### src/sv/tsw_pkg.sv
// ---------------------------------------------------------------------------
// tsw_pkg: shared types and codes of the TCP sender engine
// Action and result kind codes, result beat record and its builder.
// ---------------------------------------------------------------------------
package tsw_pkg;

	// input actions
	localparam logic [2:0] ACT_WRITE = 3'd0;
	localparam logic [2:0] ACT_FILL  = 3'd1;
	localparam logic [2:0] ACT_ACK   = 3'd2;
	localparam logic [2:0] ACT_TICK  = 3'd3;
	localparam logic [2:0] ACT_EMPTY = 3'd4;

	// result kinds
	localparam logic [1:0] KIND_NEW    = 2'd0;
	localparam logic [1:0] KIND_RETX   = 2'd1;
	localparam logic [1:0] KIND_EMPTY  = 2'd2;
	localparam logic [1:0] KIND_STATUS = 2'd3;

	// register indexes
	localparam logic [1:0] REG_ISN     = 2'd0;
	localparam logic [1:0] REG_TIMEOUT = 2'd1;
	localparam logic [1:0] REG_CAP     = 2'd2;

	localparam logic [31:0] ISN_RST     = 32'd0;
	localparam logic [15:0] TIMEOUT_RST = 16'd1000;
	localparam logic [15:0] CAP_RST     = 16'd65535;
	localparam int          MAX_RES     = 32;
	localparam int          LEN_CAP     = 1023;

	typedef struct packed {
		logic [1:0]  kind;
		logic [31:0] seq_wrapped;
		logic [63:0] abs_position;
		logic [9:0]  payload_length;
		logic        syn_flag;
		logic        fin_flag;
		logic [15:0] in_flight;
		logic [7:0]  retx_streak;
		logic [15:0] accepted_count;
		logic        last;
	} result_t;

	// build one result beat; segment fields are zero on a write status
	function automatic result_t make_result(input logic [1:0] kind, input logic [63:0] abs,
			input logic [11:0] lf, input logic [31:0] isn, input logic [15:0] flight,
			input logic [7:0] retx, input logic [15:0] acc);
		result_t r;
		logic seg;
		seg = (kind != KIND_STATUS);
		r.kind           = kind;
		r.seq_wrapped    = seg ? abs[31:0] + isn : 32'd0;
		r.abs_position   = seg ? abs : 64'd0;
		r.payload_length = seg ? lf[9:0] : 10'd0;
		r.syn_flag       = seg ? lf[10] : 1'b0;
		r.fin_flag       = seg ? lf[11] : 1'b0;
		r.in_flight      = flight;
		r.retx_streak    = retx;
		r.accepted_count = seg ? 16'd0 : acc;
		r.last           = 1'b0;
		return r;
	endfunction

	// mark a beat as the final one of its command
	function automatic result_t with_last(input result_t r);
		result_t o;
		o      = r;
		o.last = 1'b1;
		return o;
	endfunction

endpackage

### src/sv/tsw_ram.sv
// ---------------------------------------------------------------------------
// tsw_ram: generic single-port-write, single-port-read RAM
// One write and one registered read per cycle.
// ---------------------------------------------------------------------------
module tsw_ram #(
	parameter int WIDTH = 76,
	parameter int DEPTH = 32
) (
	input  logic                     clk,
	input  logic                     we,
	input  logic [$clog2(DEPTH)-1:0] waddr,
	input  logic [WIDTH-1:0]         wdata,
	input  logic [$clog2(DEPTH)-1:0] raddr,
	output logic [WIDTH-1:0]         rdata
);
	logic [WIDTH-1:0] mem_q [DEPTH];

	// write port and registered read port
	always_ff @(posedge clk) begin
		if (we) begin
			mem_q[waddr] <= wdata;
		end
		rdata <= mem_q[raddr];
	end
endmodule

### src/sv/tcp_sender_window_retransmit.sv
// Write status and empty segment: result one cycle after start, busy stays low.
// Fill: 1 cycle per segment, 1 more to find the window shut (none after a FIN), 1 to flush.
// Ack: 1 cycle to unwrap (a dropped ack ends there), 2 per freed descriptor, then 2 with
// the queue empty or 3 otherwise, then a fill. Tick: 1 cycle, or 2 with a retransmission.
// Results are never held off. Reset (arst_n low) clears all control state; RAM is not cleared.
// ---------------------------------------------------------------------------
// tcp_sender_window_retransmit: TCP sender control engine
// Send buffer accounting, window fill into a descriptor FIFO, ack handling
// and retransmission timer, sequenced over a shared step datapath.
// ---------------------------------------------------------------------------
module tcp_sender_window_retransmit #(
	parameter int MAX_PAYLOAD = 1000,
	parameter int QUEUE_DEPTH = 32
) (
	input  logic        clk,
	input  logic        arst_n,
	// command
	input  logic        start,
	output logic        busy,
	input  logic [2:0]  action,
	input  logic [15:0] write_count,
	input  logic        write_end,
	input  logic [31:0] ack_number,
	input  logic [15:0] window_bytes,
	input  logic [15:0] elapsed_ms,
	// results
	output logic        result_valid,
	output logic [1:0]  kind,
	output logic [31:0] seq_wrapped,
	output logic [63:0] abs_position,
	output logic [9:0]  payload_length,
	output logic        syn_flag,
	output logic        fin_flag,
	output logic [15:0] in_flight,
	output logic [7:0]  retx_streak,
	output logic [15:0] accepted_count,
	output logic        last,
	// configuration
	input  logic        psel,
	input  logic        penable,
	input  logic        pwrite,
	input  logic [3:0]  paddr,
	input  logic [31:0] pwdata,
	output logic [31:0] prdata,
	output logic        pready
);
	import tsw_pkg::*;

	localparam int IW   = $clog2(QUEUE_DEPTH);
	localparam int CW   = $clog2(QUEUE_DEPTH + 1);
	localparam int MAXP = (MAX_PAYLOAD < LEN_CAP) ? MAX_PAYLOAD : LEN_CAP;

	localparam logic [3:0] ST_IDLE      = 4'd0;
	localparam logic [3:0] ST_FILL      = 4'd1;
	localparam logic [3:0] ST_FLUSH     = 4'd2;
	localparam logic [3:0] ST_ACK_UNW   = 4'd3;
	localparam logic [3:0] ST_ACK_RD    = 4'd4;
	localparam logic [3:0] ST_ACK_CHK   = 4'd5;
	localparam logic [3:0] ST_ACK_FIN   = 4'd6;
	localparam logic [3:0] ST_TICK      = 4'd7;
	localparam logic [3:0] ST_TICK_EMIT = 4'd8;

	// configuration registers
	logic [31:0] isn_q;
	logic [15:0] init_to_q;
	logic [15:0] cap_q;

	// engine state
	logic [3:0]    state_q;
	logic [15:0]   buffered_q;
	logic          closed_q;
	logic [63:0]   np_q;
	logic          syn_sent_q;
	logic          fin_sent_q;
	logic [IW-1:0] head_q;
	logic [IW-1:0] tail_q;
	logic [CW-1:0] count_q;
	logic [15:0]   flight_q;
	logic [31:0]   timer_q;
	logic [31:0]   timeout_q;
	logic [7:0]    retx_q;
	logic [15:0]   peer_q;
	logic [5:0]    nres_q;

	// latched command fields
	logic [31:0] ack_q;
	logic [15:0] win_in_q;
	logic [15:0] elapsed_q;
	logic [63:0] abs_ack_q;

	// pending and output beats
	result_t pend_q;
	logic    pend_vld_q;
	result_t out_q;
	logic    out_vld_q;

	// descriptor RAM
	logic          ram_we;
	logic [75:0]   ram_wdata;
	logic [75:0]   ram_rdata;
	logic [63:0]   rd_start;
	logic [11:0]   rd_lf;

	tsw_ram #(.WIDTH(76), .DEPTH(QUEUE_DEPTH)) u_desc_ram (
		.clk   (clk),
		.we    (ram_we),
		.waddr (tail_q),
		.wdata (ram_wdata),
		.raddr (head_q),
		.rdata (ram_rdata)
	);
	assign rd_start = ram_rdata[75:12];
	assign rd_lf    = ram_rdata[11:0];

	// APB port
	logic       cfg_wr;
	logic [1:0] cfg_idx;
	assign pready  = 1'b1;
	assign cfg_wr  = psel && penable && pwrite;
	assign cfg_idx = paddr[3:2];

	always_comb begin
		unique case (cfg_idx)
			REG_ISN:     prdata = isn_q;
			REG_TIMEOUT: prdata = {16'd0, init_to_q};
			REG_CAP:     prdata = {16'd0, cap_q};
			default:     prdata = 32'd0;
		endcase
	end

	always_ff @(posedge clk or negedge arst_n) begin
		if (!arst_n) begin
			isn_q     <= ISN_RST;
			init_to_q <= TIMEOUT_RST;
			cap_q     <= CAP_RST;
		end else if (cfg_wr) begin
			unique case (cfg_idx)
				REG_ISN:     isn_q <= pwdata;
				REG_TIMEOUT: init_to_q <= pwdata[15:0];
				REG_CAP:     cap_q <= pwdata[15:0];
				default:     ;
			endcase
		end
	end

	// write step: accepted bytes
	logic [15:0] free_sp;
	logic [15:0] acc;
	always_comb begin
		free_sp = (cap_q > buffered_q) ? cap_q - buffered_q : 16'd0;
		acc     = closed_q ? 16'd0 : ((write_count < free_sp) ? write_count : free_sp);
	end

	// fill step: one segment per cycle
	logic [15:0] win;
	logic [15:0] room;
	logic        synb;
	logic [15:0] pay_w;
	logic        fin_c;
	logic [10:0] seg_len;
	logic        fill_go;
	logic [16:0] fl_sum;
	logic [15:0] flight_new;
	logic [64:0] np_sum;
	logic [63:0] np_new;
	logic [11:0] new_lf;
	always_comb begin
		win   = (peer_q == 16'd0) ? 16'd1 : peer_q;
		room  = win - flight_q;
		synb  = !syn_sent_q;
		pay_w = (room > {15'd0, synb}) ? room - {15'd0, synb} : 16'd0;
		if (pay_w > 16'(MAXP)) begin
			pay_w = 16'(MAXP);
		end
		if (pay_w > buffered_q) begin
			pay_w = buffered_q;
		end
		fin_c = !fin_sent_q && closed_q && (buffered_q == pay_w)
			&& (({1'b0, pay_w} + {16'd0, synb}) < {1'b0, room});
		seg_len = pay_w[10:0] + {10'd0, synb} + {10'd0, fin_c};
		fill_go = (win > flight_q) && (count_q < CW'(QUEUE_DEPTH))
			&& (nres_q < 6'(MAX_RES)) && (seg_len != 11'd0);
		fl_sum     = {1'b0, flight_q} + {6'd0, seg_len};
		flight_new = fl_sum[16] ? 16'hFFFF : fl_sum[15:0];
		np_sum     = {1'b0, np_q} + {54'd0, seg_len};
		np_new     = np_sum[64] ? {64{1'b1}} : np_sum[63:0];
		new_lf     = {fin_c, synb, pay_w[9:0]};
	end
	assign ram_we    = (state_q == ST_FILL) && fill_go;
	assign ram_wdata = {np_q, new_lf};

	// ack unwrap to the absolute position nearest next_position
	logic [31:0] off;
	logic [63:0] abs_c;
	always_comb begin
		off   = ack_q - isn_q;
		abs_c = {np_q[63:32], off};
		if (off > np_q[31:0]) begin
			if ((off - np_q[31:0]) > 32'h8000_0000 && np_q[63:32] != 32'd0) begin
				abs_c = {np_q[63:32] - 32'd1, off};
			end
		end else if (off < np_q[31:0]) begin
			if ((np_q[31:0] - off) > 32'h8000_0000 && np_q[63:32] != 32'hFFFF_FFFF) begin
				abs_c = {np_q[63:32] + 32'd1, off};
			end
		end
	end

	// ack pop check on the head descriptor
	logic [10:0] hd_len;
	logic [64:0] hd_end;
	logic        hd_covered;
	always_comb begin
		hd_len     = {1'b0, rd_lf[9:0]} + {10'd0, rd_lf[10]} + {10'd0, rd_lf[11]};
		hd_end     = {1'b0, rd_start} + {54'd0, hd_len};
		hd_covered = (hd_end <= {1'b0, abs_ack_q});
	end

	// tick: saturating timer
	logic [32:0] t_sum;
	logic [31:0] timer_new;
	assign t_sum     = {1'b0, timer_q} + {17'd0, elapsed_q};
	assign timer_new = t_sum[32] ? 32'hFFFF_FFFF : t_sum[31:0];

	// sequencer
	always_ff @(posedge clk or negedge arst_n) begin
		if (!arst_n) begin
			state_q    <= ST_IDLE;
			buffered_q <= 16'd0;
			closed_q   <= 1'b0;
			np_q       <= 64'd0;
			syn_sent_q <= 1'b0;
			fin_sent_q <= 1'b0;
			head_q     <= '0;
			tail_q     <= '0;
			count_q    <= '0;
			flight_q   <= 16'd0;
			timer_q    <= 32'd0;
			timeout_q  <= {16'd0, TIMEOUT_RST};
			retx_q     <= 8'd0;
			peer_q     <= 16'd1;
			nres_q     <= 6'd0;
			pend_vld_q <= 1'b0;
			out_vld_q  <= 1'b0;
		end else begin
			out_vld_q <= 1'b0;
			unique case (state_q)
				ST_IDLE: begin
					if (start) begin
						ack_q     <= ack_number;
						win_in_q  <= window_bytes;
						elapsed_q <= elapsed_ms;
						nres_q    <= 6'd0;
						unique case (action)
							ACT_WRITE: begin
								buffered_q <= buffered_q + acc;
								if (write_end) begin
									closed_q <= 1'b1;
								end
								out_q <= with_last(make_result(KIND_STATUS, 64'd0, 12'd0,
									isn_q, flight_q, retx_q, acc));
								out_vld_q <= 1'b1;
							end
							ACT_EMPTY: begin
								out_q <= with_last(make_result(KIND_EMPTY, np_q, 12'd0,
									isn_q, flight_q, retx_q, 16'd0));
								out_vld_q <= 1'b1;
							end
							ACT_FILL: state_q <= ST_FILL;
							ACT_ACK:  state_q <= ST_ACK_UNW;
							ACT_TICK: state_q <= ST_TICK;
							default:  ;
						endcase
					end
				end
				ST_FILL: begin
					if (!fill_go) begin
						state_q <= ST_FLUSH;
					end else begin
						syn_sent_q <= 1'b1;
						if (fin_c) begin
							fin_sent_q <= 1'b1;
							state_q    <= ST_FLUSH;
						end
						buffered_q <= buffered_q - pay_w;
						if (count_q == '0) begin
							timeout_q <= {16'd0, init_to_q};
							timer_q   <= 32'd0;
						end
						tail_q   <= (tail_q == IW'(QUEUE_DEPTH - 1)) ? '0 : tail_q + 1'b1;
						count_q  <= count_q + 1'b1;
						flight_q <= flight_new;
						np_q     <= np_new;
						nres_q   <= nres_q + 6'd1;
						if (pend_vld_q) begin
							out_q     <= pend_q;
							out_vld_q <= 1'b1;
						end
						pend_q     <= make_result(KIND_NEW, np_q, new_lf, isn_q,
							flight_new, retx_q, 16'd0);
						pend_vld_q <= 1'b1;
					end
				end
				ST_FLUSH: begin
					if (pend_vld_q) begin
						out_q     <= with_last(pend_q);
						out_vld_q <= 1'b1;
					end
					pend_vld_q <= 1'b0;
					state_q    <= ST_IDLE;
				end
				ST_ACK_UNW: begin
					abs_ack_q <= abs_c;
					state_q   <= (abs_c > np_q) ? ST_IDLE : ST_ACK_RD;
				end
				ST_ACK_RD: begin
					state_q <= (count_q == '0) ? ST_ACK_FIN : ST_ACK_CHK;
				end
				ST_ACK_CHK: begin
					if (hd_covered) begin
						flight_q  <= (flight_q > {5'd0, hd_len}) ? flight_q - {5'd0, hd_len}
							: 16'd0;
						head_q    <= (head_q == IW'(QUEUE_DEPTH - 1)) ? '0 : head_q + 1'b1;
						count_q   <= count_q - 1'b1;
						timeout_q <= {16'd0, init_to_q};
						timer_q   <= 32'd0;
						state_q   <= ST_ACK_RD;
					end else begin
						state_q <= ST_ACK_FIN;
					end
				end
				ST_ACK_FIN: begin
					retx_q  <= 8'd0;
					peer_q  <= win_in_q;
					state_q <= ST_FILL;
				end
				ST_TICK: begin
					if (count_q != '0 && timer_new >= timeout_q) begin
						if (peer_q != 16'd0) begin
							timeout_q <= timeout_q[31] ? 32'hFFFF_FFFF : {timeout_q[30:0], 1'b0};
						end
						timer_q <= 32'd0;
						if (retx_q != 8'hFF) begin
							retx_q <= retx_q + 8'd1;
						end
						state_q <= ST_TICK_EMIT;
					end else begin
						timer_q <= timer_new;
						state_q <= ST_IDLE;
					end
				end
				ST_TICK_EMIT: begin
					out_q     <= with_last(make_result(KIND_RETX, rd_start, rd_lf, isn_q,
						flight_q, retx_q, 16'd0));
					out_vld_q <= 1'b1;
					state_q   <= ST_IDLE;
				end
				default: state_q <= ST_IDLE;
			endcase
		end
	end

	// ports
	assign busy           = (state_q != ST_IDLE);
	assign result_valid   = out_vld_q;
	assign kind           = out_q.kind;
	assign seq_wrapped    = out_q.seq_wrapped;
	assign abs_position   = out_q.abs_position;
	assign payload_length = out_q.payload_length;
	assign syn_flag       = out_q.syn_flag;
	assign fin_flag       = out_q.fin_flag;
	assign in_flight      = out_q.in_flight;
	assign retx_streak    = out_q.retx_streak;
	assign accepted_count = out_q.accepted_count;
	assign last           = out_q.last;
endmodule

### config.mk
export PLATFORM = sky130hd
export DESIGN_NAME = tcp_sender_window_retransmit
export DESIGN_NICKNAME = d
export VERILOG_FILES = /design/src/sv/tsw_pkg.sv /design/src/sv/tsw_ram.sv /design/src/sv/tcp_sender_window_retransmit.sv
export SDC_FILE = /design/constraint.sdc
export NUM_CORES = 2
export LEC_CHECK = 0
export BUFFER_PORTS_ARGS = -buffer_cell sky130_fd_sc_hd__buf_2
export CELL_PAD_IN_SITES_DETAIL_PLACEMENT = 0
export CELL_PAD_IN_SITES_GLOBAL_PLACEMENT = 1
export CORE_ASPECT_RATIO = 0.9
export CORE_MARGIN = 8
export CORE_UTILIZATION = 49
export CTS_CLUSTER_DIAMETER = 50
export CTS_CLUSTER_SIZE = 12
export DETAILED_ROUTE_END_ITERATION = 16
export PLACE_DENSITY_LB_ADDON = 0.12
export SYNTH_ARGS = -nofsm -noshare
export SYNTH_HDL_FRONTEND = slang
export SYNTH_SLANG_ARGS = --single-unit
### constraint.sdc
create_clock -name clk -period 24 [get_ports clk]
set_clock_uncertainty 0.2 [all_clocks]
set_input_delay 7.2 -clock clk [delete_from_list [all_inputs] [get_ports clk]]
set_output_delay 7.2 -clock clk [all_outputs]
set_load 0.01 [all_outputs]
; After elaboration in Yosys (flattened, before gate mapping)
; Memory sizes are Yosys's and may differ from the RTL's. A register that Yosys moved wholly into a read port is not among the register bits.
; Index checks and enable logic that the tools add are counted.
[word_totals]
reg_bits = 690
ramBits = 2432
input_bits = 126
out_inout_bits = 186
wordCells = 239
memories = 1
[memory_table]
columns = memory, words, width, read_ports, rd_clocked_by_memory_dff, wr, line_no
row1 = u_desc_ram.mem_q, 32, 76, 1, 1, 1, tsw_ram.sv:16  ; logic [WIDTH-1:0] mem_q [DEPTH];
[classes]
addsub = 28
n_lt_le_gt_ge = 17
n_eq_ne = 32
muxes = 70
reduce_logical = 50
[ops]
columns = operator, count
row1 = $mux W151, 4
row2 = $pmux W151 S4, 1
row3 = $mux W32, 11
row4 = $mux W64, 5
row5 = $pmux W151 S2, 1
row6 = $pmux W32 S3, 3
row7 = $mux W16, 14
row8 = $add A64 B11 Y65, 2
row9 = $sub A32 B32 Y32, 3
row10 = $le A65 B64 Y1, 1
row11 = $add A32 B32 Y32, 2
row12 = $gt A32 B32 Y1 const B, 2
row13 = $gt A64 B64 Y1, 1
row14 = $pmux W16 S2, 2
row15 = $gt A16 B16 Y1, 3
row16 = $sub A16 B16 Y16, 3
row17 = $add A11 B1 Y11, 3
row18 = $add A32 B16 Y33, 1
row19 = $add A32 B1 Y32 const B, 1
row20 = $ge A32 B32 Y1, 1
row21 = $gt A32 B32 Y1, 1
row22 = $lt A32 B32 Y1, 1
row23 = $ne A32 B32 Y1 const B, 1
row24 = $reduce_bool A32 Y1, 1
row25 = other kinds (66), 129

; Longest topological paths before layout
[depth]
word_depth = 18
depth_mapped = 70
depth_no_buf = 66

; Hierarchy
; Synthesis repeated with hierarchy kept, for this count alone.
[unflattened]
hier_cells = 9624
area_unflattened_um2 = 143189.8
[by_module_without_submodules]
columns = module, n_inst, cells_each, area_per_inst_um2, seq_area_each_um2
row1 = tsw_ram, 1, 4456, 94062.7, 74551.5
row2 = tcp_sender_window_retransmit, 1, 5168, 49127.1, 19359.8

; Worst setup path after synthesis
; No wires, ideal clock.
[synth_timing]
path_type = register to register
from = reg peer_q[2]
to = reg out_q, in the netlist abs_position[0] (enable)
setup_ns = 0.884
t_arrival_ns = 22.148
required_ns = 22.916
setup_slack_ns = 0.768
stages_incl_launch_ff = 56
path_buffers = 4
period_less_slack_ns = 23.232
cell_sequence = dfrtp_1 > nor4_1 > and4_1 > nor2_1 > ha_1 > fa_1 > nor2b_1 > o21ai_0 > a311oi_2 > nand3_1 > or4_4 > or4_1 > a22o_1 > nor2_2 > nand2_2 > nor2_4 > ha_1 > nor2b_1 > [20 not listed] > nor2b_1 > o21ai_0 > nand2b_1 > a21oi_1 > maj3_1 > o2111ai_1 > fa_1 > inv_1 > ha_1 > clkbuf_1 > inv_1 > a311oi_1 > nor4_1 > o2111a_2 > buf_6 > nor2_1 > nor2_1 > a211oi_1
[synth_between]
elab_chain_len = 17
word_cells_on_any_way = 24
cone_classes = add/sub: 5 / order compare: 5 / eq/ne: 2 / mux: 4 / reduce/logical: 8
[synth_rtl]
columns = item, line_no
row1 = "start, declared", tcp_sender_window_retransmit.sv:82  ; logic [15:0] peer_q;
row2 = "start signal, assigned", tcp_sender_window_retransmit.sv:334  ; peer_q <= win_in_q;
row3 = $logic_not A16 Y1, tcp_sender_window_retransmit.sv:168  ; win = (peer_q == 16'd0) ? 16'd1 : peer_q;
row4 = $mux W16 *, tcp_sender_window_retransmit.sv:168
row5 = $sub A16 B16 Y16 *, tcp_sender_window_retransmit.sv:169  ; room = win - flight_q;
row6 = $sub A16 B1 Y16 / $gt A16 B1 Y1 (equally long branches), tcp_sender_window_retransmit.sv:171  ; pay_w = (room > {15'd0, synb}) ? room - {15'd0, synb} : 16'd0;
row7 = $mux W16 *, tcp_sender_window_retransmit.sv:171
row8 = $gt A16 B10 Y1, tcp_sender_window_retransmit.sv:172  ; if (pay_w > 16'(MAXP)) begin
row9 = $mux W16 *, tcp_sender_window_retransmit.sv:172
row10 = $gt A16 B16 Y1, tcp_sender_window_retransmit.sv:175  ; if (pay_w > buffered_q) begin
row11 = [1 not listed], -
row12 = named net pay_w[0], tcp_sender_window_retransmit.sv:158  ; logic [15:0] pay_w;
row13 = $add A16 B1 Y17 / $eq A16 B16 Y1 (equally long branches), "tcp_sender_window_retransmit.sv:179, tcp_sender_window_retransmit.sv:178"
row14 = $lt A17 B16 Y1 / $logic_and A1 B1 Y1 (equally long branches), "tcp_sender_window_retransmit.sv:179, tcp_sender_window_retransmit.sv:178"
row15 = $logic_and A1 B1 Y1, tcp_sender_window_retransmit.sv:179  ; && (({1'b0, pay_w} + {16'd0, synb}) < {1'b0, room});
row16 = $add A11 B1 Y11 *, tcp_sender_window_retransmit.sv:180  ; seg_len = pay_w[10:0] + {10'd0, synb} + {10'd0, fin_c};
row17 = $reduce_bool A11 Y1 *, tcp_sender_window_retransmit.sv:182  ; && (nres_q < 6'(MAX_RES)) && (seg_len != 11'd0);
row18 = $logic_and A1 B1 Y1 *, tcp_sender_window_retransmit.sv:182
row19 = $ne A2 B2 Y1 (no source line) *, -
row20 = $reduce_and A7 Y1 (no source line) *, -
row21 = "end signal, assigned", tcp_sender_window_retransmit.sv:260  ; out_q <= with_last(make_result(KIND_STATUS, 64'd0, 12'd0,
row22 = "end signal, assigned", tcp_sender_window_retransmit.sv:265  ; out_q <= with_last(make_result(KIND_EMPTY, np_q, 12'd0,
row23 = "end signal, assigned", tcp_sender_window_retransmit.sv:296  ; out_q <= pend_q;
row24 = "end, declared", tcp_sender_window_retransmit.sv:94  ; result_t out_q;
; The timed path passes the listed nets; every way through them passes the cells marked *.
; A chain may end at the register's enable or synchronous reset.

; Worst setup path in the final report
[layout_timing]
from = reg peer_q[13]
to = mem u_desc_ram.mem_q[9][55] (enable)
[layout_between]
elab_chain_len = 18
word_cells_on_any_way = 25
cone_classes = add/sub: 5 / order compare: 5 / eq/ne: 1 / mux: 6 / reduce/logical: 8
[layout_rtl]
columns = item, line_no
row1 = $logic_not A16 Y1, tcp_sender_window_retransmit.sv:168
row2 = $mux W16 *, tcp_sender_window_retransmit.sv:168
row3 = $sub A16 B16 Y16 *, tcp_sender_window_retransmit.sv:169
row4 = $sub A16 B1 Y16 / $gt A16 B1 Y1 (equally long branches), tcp_sender_window_retransmit.sv:171
row5 = $mux W16 *, tcp_sender_window_retransmit.sv:171
row6 = $gt A16 B10 Y1, tcp_sender_window_retransmit.sv:172
row7 = $mux W16 *, tcp_sender_window_retransmit.sv:172
row8 = $gt A16 B16 Y1, tcp_sender_window_retransmit.sv:175
row9 = [1 not listed], -
row10 = named net pay_w[4], tcp_sender_window_retransmit.sv:158
row11 = [1 not listed], -
row12 = $lt A17 B16 Y1 / $logic_and A1 B1 Y1 (equally long branches), "tcp_sender_window_retransmit.sv:179, tcp_sender_window_retransmit.sv:178"
row13 = $logic_and A1 B1 Y1, tcp_sender_window_retransmit.sv:179
row14 = $add A11 B1 Y11 *, tcp_sender_window_retransmit.sv:180
row15 = $reduce_bool A11 Y1 *, tcp_sender_window_retransmit.sv:182
row16 = $logic_and A1 B1 Y1 *, tcp_sender_window_retransmit.sv:182
row17 = $logic_and A1 B1 Y1 *, tcp_sender_window_retransmit.sv:189  ; assign ram_we = (state_q == ST_FILL) && fill_go;
row18 = $mux W1 *, tsw_ram.sv:20  ; if (we) begin
row19 = $mux W1 (implied by the code) *, tsw_ram.sv:21  ; mem_q[waddr] <= wdata;
row20 = "end, declared", tsw_ram.sv:16
; Marks and branches as above.

==> impl_summary.log <==
[metrics] origin of the worst min-delay path: timeout_q[10]
[metrics] Crit Path Max Fanout: 36
[metrics] post-synthesis mux area share: 0.136
[metrics] largest area contributor in the netlist: sky130_fd_sc_hd__edfxtp_1
[metrics] Data required, critical path: between 20 and 25 ns
[metrics] Critical Path Start Type: flop
[metrics] mean area per synthesized cell: around 16 µm²
[metrics] RSZ-0062 raised after global routing: false
[metrics] Cell Area, Placed: approximately 150,000 µm²
[metrics] clock network fraction of total power: 0.272
[metrics] worst skew pair latency: between 0.9 and 1 ns
[metrics] Placer Congestion: ~0.9
[metrics] H-Tree Depth: 5
[metrics] first-pass GRT wire length: a little under 600 mm
[metrics] Critical Setup Path Class: flop to flop
[metrics] wire length per cell after detailed routing: approximately 30 µm
[metrics] share of synthesized flip-flops with an asynchronous set or reset: 0.0872
[metrics] total via count after detailed routing: about 84,000
[metrics] main combinational cell family by area after synthesis: multiplexers
[metrics] Most used DFF post-synth: sky130_fd_sc_hd__edfxtp_1
[metrics] setup slack of the worst register-to-register path: slightly below 7 ns
[metrics] Design Area, Final: between 150,000 and 200,000 µm²
[metrics] instance count of the mapped netlist: a little under 9,000
[metrics] Buf+Inv Stages, Crit Path: 5
[metrics] Top Usage Layer GRT: met2
[metrics] sequential share of the synthesized area: 0.661
[metrics] minimum clock period: 17.23 ns
[metrics] post-CTS setup-driven buffer insertion count: 0
[metrics] kind of capture point of the worst setup path: flop
[metrics] leading cell type by number of instances after synthesis: sky130_fd_sc_hd__edfxtp_1
[metrics] Floorplan Core Area: around 290,000 µm²
[metrics] kind of cell adding the most delay to the critical path: simple AND/OR/NAND/NOR gates
[metrics] number of cells in the design after placement: between 10,000 and 15,000
[metrics] CP arrival: around 18 ns
[metrics] count of cell types in the netlist: 110
[metrics] met1 Use GR: 0.399
[metrics] library cell used as clock root buffer: sky130_fd_sc_hd__clkbuf_16
[metrics] ratio of cells with drive above 1 in the final layout: 0.221
[metrics] Critical R2R Launch: peer_q[13]
[metrics] Std-Cell Rows: roughly 190
[metrics] clock input transition at the sequential cells of the worst setup and hold paths: approximately 0.05 ns
[metrics] total negative slack for setup checks: 0 ns
[metrics] power density over cell area: 121 nW/µm²
[metrics] Post-Layout Cell Count: ~13,000
[metrics] nets: 9,857
[metrics] DRC errors left: 0
[metrics] initial detailed-routing violation count: ~10,000
[metrics] CTS tree: done
[metrics] P_leak: between 50 and 60 nW
[metrics] post-cts sizing count: 0
[metrics] combinational power share: 0.359
[metrics] worst hold slack after final layout: ~0.28 ns
[metrics] total wire length after detailed routing: between 400 and 500 mm
[metrics] synthesis-to-layout area growth: 12.9%
[metrics] met3 track demand over resource in global routing: 0.0406
[metrics] maximum number of pins on one net before global-route repair: 152
[metrics] P_int: between 10 and 15 mW
[metrics] post-synthesis share of cell area spent on xor and xnor gates: 0.0198
[metrics] slowest CP cell: sky130_fd_sc_hd__nor2_4
[metrics] antenna violations before repair: 28
[metrics] area share of the leading cell type in the synthesized netlist: 0.600
[metrics] Mapped Area: approximately 140,000 µm²
[metrics] maximum root-to-sink buffer count: 4
[metrics] stage delay of the slowest cell on the critical path: roughly 1.1 ns
[metrics] Post-DP HPWL: 251 mm
[metrics] number of global-route vias before repair: approximately 80,000
[metrics] ratio of final minimum period to clock period: 0.718
[metrics] IO buf count: between 300 and 400
[metrics] fin. max-slew vios: 0
[metrics] transition time at the pin with the least slew margin: around 1.4 ns
[metrics] complex-gate fraction of the synthesized area: 0.0609
[metrics] EDFF count, synth: between 2,000 and 3,000
[metrics] most common library cells after synthesis: 2,843 x sky130_fd_sc_hd__edfxtp_1, 760 x sky130_fd_sc_hd__mux4_2, 488 x sky130_fd_sc_hd__inv_1
[metrics] IR drop worst, VDD: 121 µV
[metrics] number of sinks driven by the clock tree: 3,198
[metrics] number of synthesis warnings: 0
[metrics] Sw Share: 0.360
[metrics] Util after Layout: 0.557
[metrics] remaining antenna violation count after routing: 0
[metrics] worst relative slew slack: 0.0790
[metrics] global-route congestion overflow total: 0
[metrics] number of max-capacitance violations reported: 0
[metrics] # fillers: 22,600
[metrics] initial cell density of the core: 0.493
[metrics] cells on worst reg2reg path: 51
[metrics] Final Hold Vio Count: 0
[metrics] Adder-Cell Fraction of Synth Area: 0.0439
[metrics] outcome: complete, no violations
[metrics] GRT Overall Usage: 0.262
[metrics] largest cells by area after synthesis: sky130_fd_sc_hd__edfxtp_1 60%, sky130_fd_sc_hd__mux4_2 12%, sky130_fd_sc_hd__dfrtp_1 4.4%, sky130_fd_sc_hd__ha_1 4.2%, sky130_fd_sc_hd__xnor2_1 1.3%
[metrics] portion of total power attributed to sequential cells: 0.368
[metrics] number of vias per cell: between 6 and 7
[metrics] worst hold path type: flop to flop
[metrics] Post-CTS Hold Buffers: 0
[metrics] Sw Pwr: roughly 7 mW
[metrics] Min-Delay Endpoint: timeout_q[10]
[metrics] peak clock frequency supported by timing: 58.0 MHz
[metrics] die span in y: approximately 530 µm
[metrics] width of the die: ~580 µm
[metrics] Seq cells post-synth: around 3,200
[metrics] simple-gate portion of the synthesized area: 0.0552
[metrics] IO Count: 312
[metrics] Num CTS Buffers: approximately 360
[metrics] Die Footprint: around 310,000 µm²
[metrics] first drt pass iteration count: 7
[metrics] worst hold stages: 2
[metrics] final count of negative-setup-slack endpoints: 0
[metrics] met2 Usage GRT: 0.400
[metrics] RR Endpoint: u_desc_ram.mem_q[9][55]
-- power groups by stage --
stage               Combinational (mW)  Sequential, mW  Clock (mW)
floorplan                         4.77            7.19           0
global placement                  6.86            7.26           0
detailed placement                6.92            7.27           0
CTS                               6.97            7.16        5.39
global route                      7.63            7.20        5.59
finish                            6.99            7.16        5.30
-- layout by cell type, fill, tap and decap left out, types with 54 or more instances in the layout --
cell / instances
sky130_fd_sc_hd__dfxtp_1: 76
sky130_fd_sc_hd__xor2_1: 101
sky130_fd_sc_hd__a21o_1: 142
sky130_fd_sc_hd__xnor2_1: 218
sky130_fd_sc_hd__nand3_1: 148
sky130_fd_sc_hd__nor2_1: 317
sky130_fd_sc_hd__edfxtp_1: 2843
sky130_fd_sc_hd__ha_1: 472
sky130_fd_sc_hd__and3_1: 54
sky130_fd_sc_hd__dfrtp_1: 245
sky130_fd_sc_hd__a21oi_1: 292
sky130_fd_sc_hd__nor3_1: 135
sky130_fd_sc_hd__nand2_1: 415
sky130_fd_sc_hd__clkbuf_1: 143
sky130_fd_sc_hd__nor2b_1: 62
sky130_fd_sc_hd__nand2b_1: 67
sky130_fd_sc_hd__nand4_1: 97
sky130_fd_sc_hd__buf_2: 307
sky130_fd_sc_hd__a222oi_1: 85
sky130_fd_sc_hd__inv_1: 488
sky130_fd_sc_hd__mux2_2: 155
sky130_fd_sc_hd__clkbuf_16: 365
sky130_fd_sc_hd__buf_4: 224
sky130_fd_sc_hd__o21ai_0: 337
sky130_fd_sc_hd__mux4_2: 760
-- sequential cells by signal (all words and copies together) (netlist names), 8 cells and up --
name              flops
np_q                 64
retx_streak           8
accepted_count       16
payload_length       10
flight_q             16
timeout_q            32
cap_q                16
buffered_q           16
abs_ack_q            64
in_flight            16
u_desc_ram.mem_q   2432
retx_q                8
u_desc_ram.rdata     76
isn_q                32
peer_q               16
init_to_q            16
pend_q              132
seq_wrapped          32
elapsed_q            16
ack_q                32
win_in_q             16
timer_q              32
abs_position         64
-- how the worst max path moves through the flow --
stage | startpoint | endpoint | slack (ns) | cells after the start
final | peer_q[13] | u_desc_ram.mem_q[9][55] | 6.77 | 51
after global routing | peer_q[10] | u_desc_ram.mem_q[11][55] | 5.61 | 51
after CTS | peer_q[10] | u_desc_ram.mem_q[11][63] | 6.83 | 51
after detailed placement | peer_q[13] | u_desc_ram.mem_q[11][65] | 6.93 | 51
after global placement | peer_q[10] | u_desc_ram.mem_q[11][65] | 6.92 | 51
after floorplan | peer_q[2] | abs_position[0] | 0.77 | 55
-- cell type report --
cell class	count	area (µm²)	area share
multi-input combinational	4655	45300	0.282
tap	3874	4850	0.0302
timing repair buffer	539	3370	0.0210
inverter	492	1850	0.0115
clock buffer	520	9840	0.0613
antenna	9	22.5	0.000140
clock inverter	129	1430	0.00891
sequential	3198	93900	0.585
-- cell families after synthesis --
| group | count (synthesis) |
|---|---|
| compound gates | 1304 |
| other cells | 2 |
| buf+inv | 883 |
| mux | 957 |
| xor+xnor | 320 |
| simple gates | 1578 |
| flops | 3198 |
| fa+ha+maj | 489 |
-- layer usage --
metal  wire (µm)  part of all wire
met1      182000              0.44
met2      187000              0.45
met3       34100             0.083
met4       10000             0.024
met5         342           0.00083
-- stage by stage --
stage               setup WS (ns)  power [mW]
floorplan                   0.768        12.0
global placement             6.92        14.1
detailed placement           6.93        14.2
CTS                          6.83        19.5
global route                 5.61        20.4
finish                       6.77        19.5
-- worst register-to-register path: cells and delay by family, from the launching register on --
family | cells | cell delay, ns
AOI/OAI and AO/OA | 19 | 4.54
xor gates and xnor gates | 1 | 0.19
adders and majority gates | 7 | 2.38
buffers and inverters | 5 | 2.61
DFF | 1 | 0.42
and+or+nand+nor | 19 | 6.39
No activity file was read; power rests on OpenSTA's default activity.
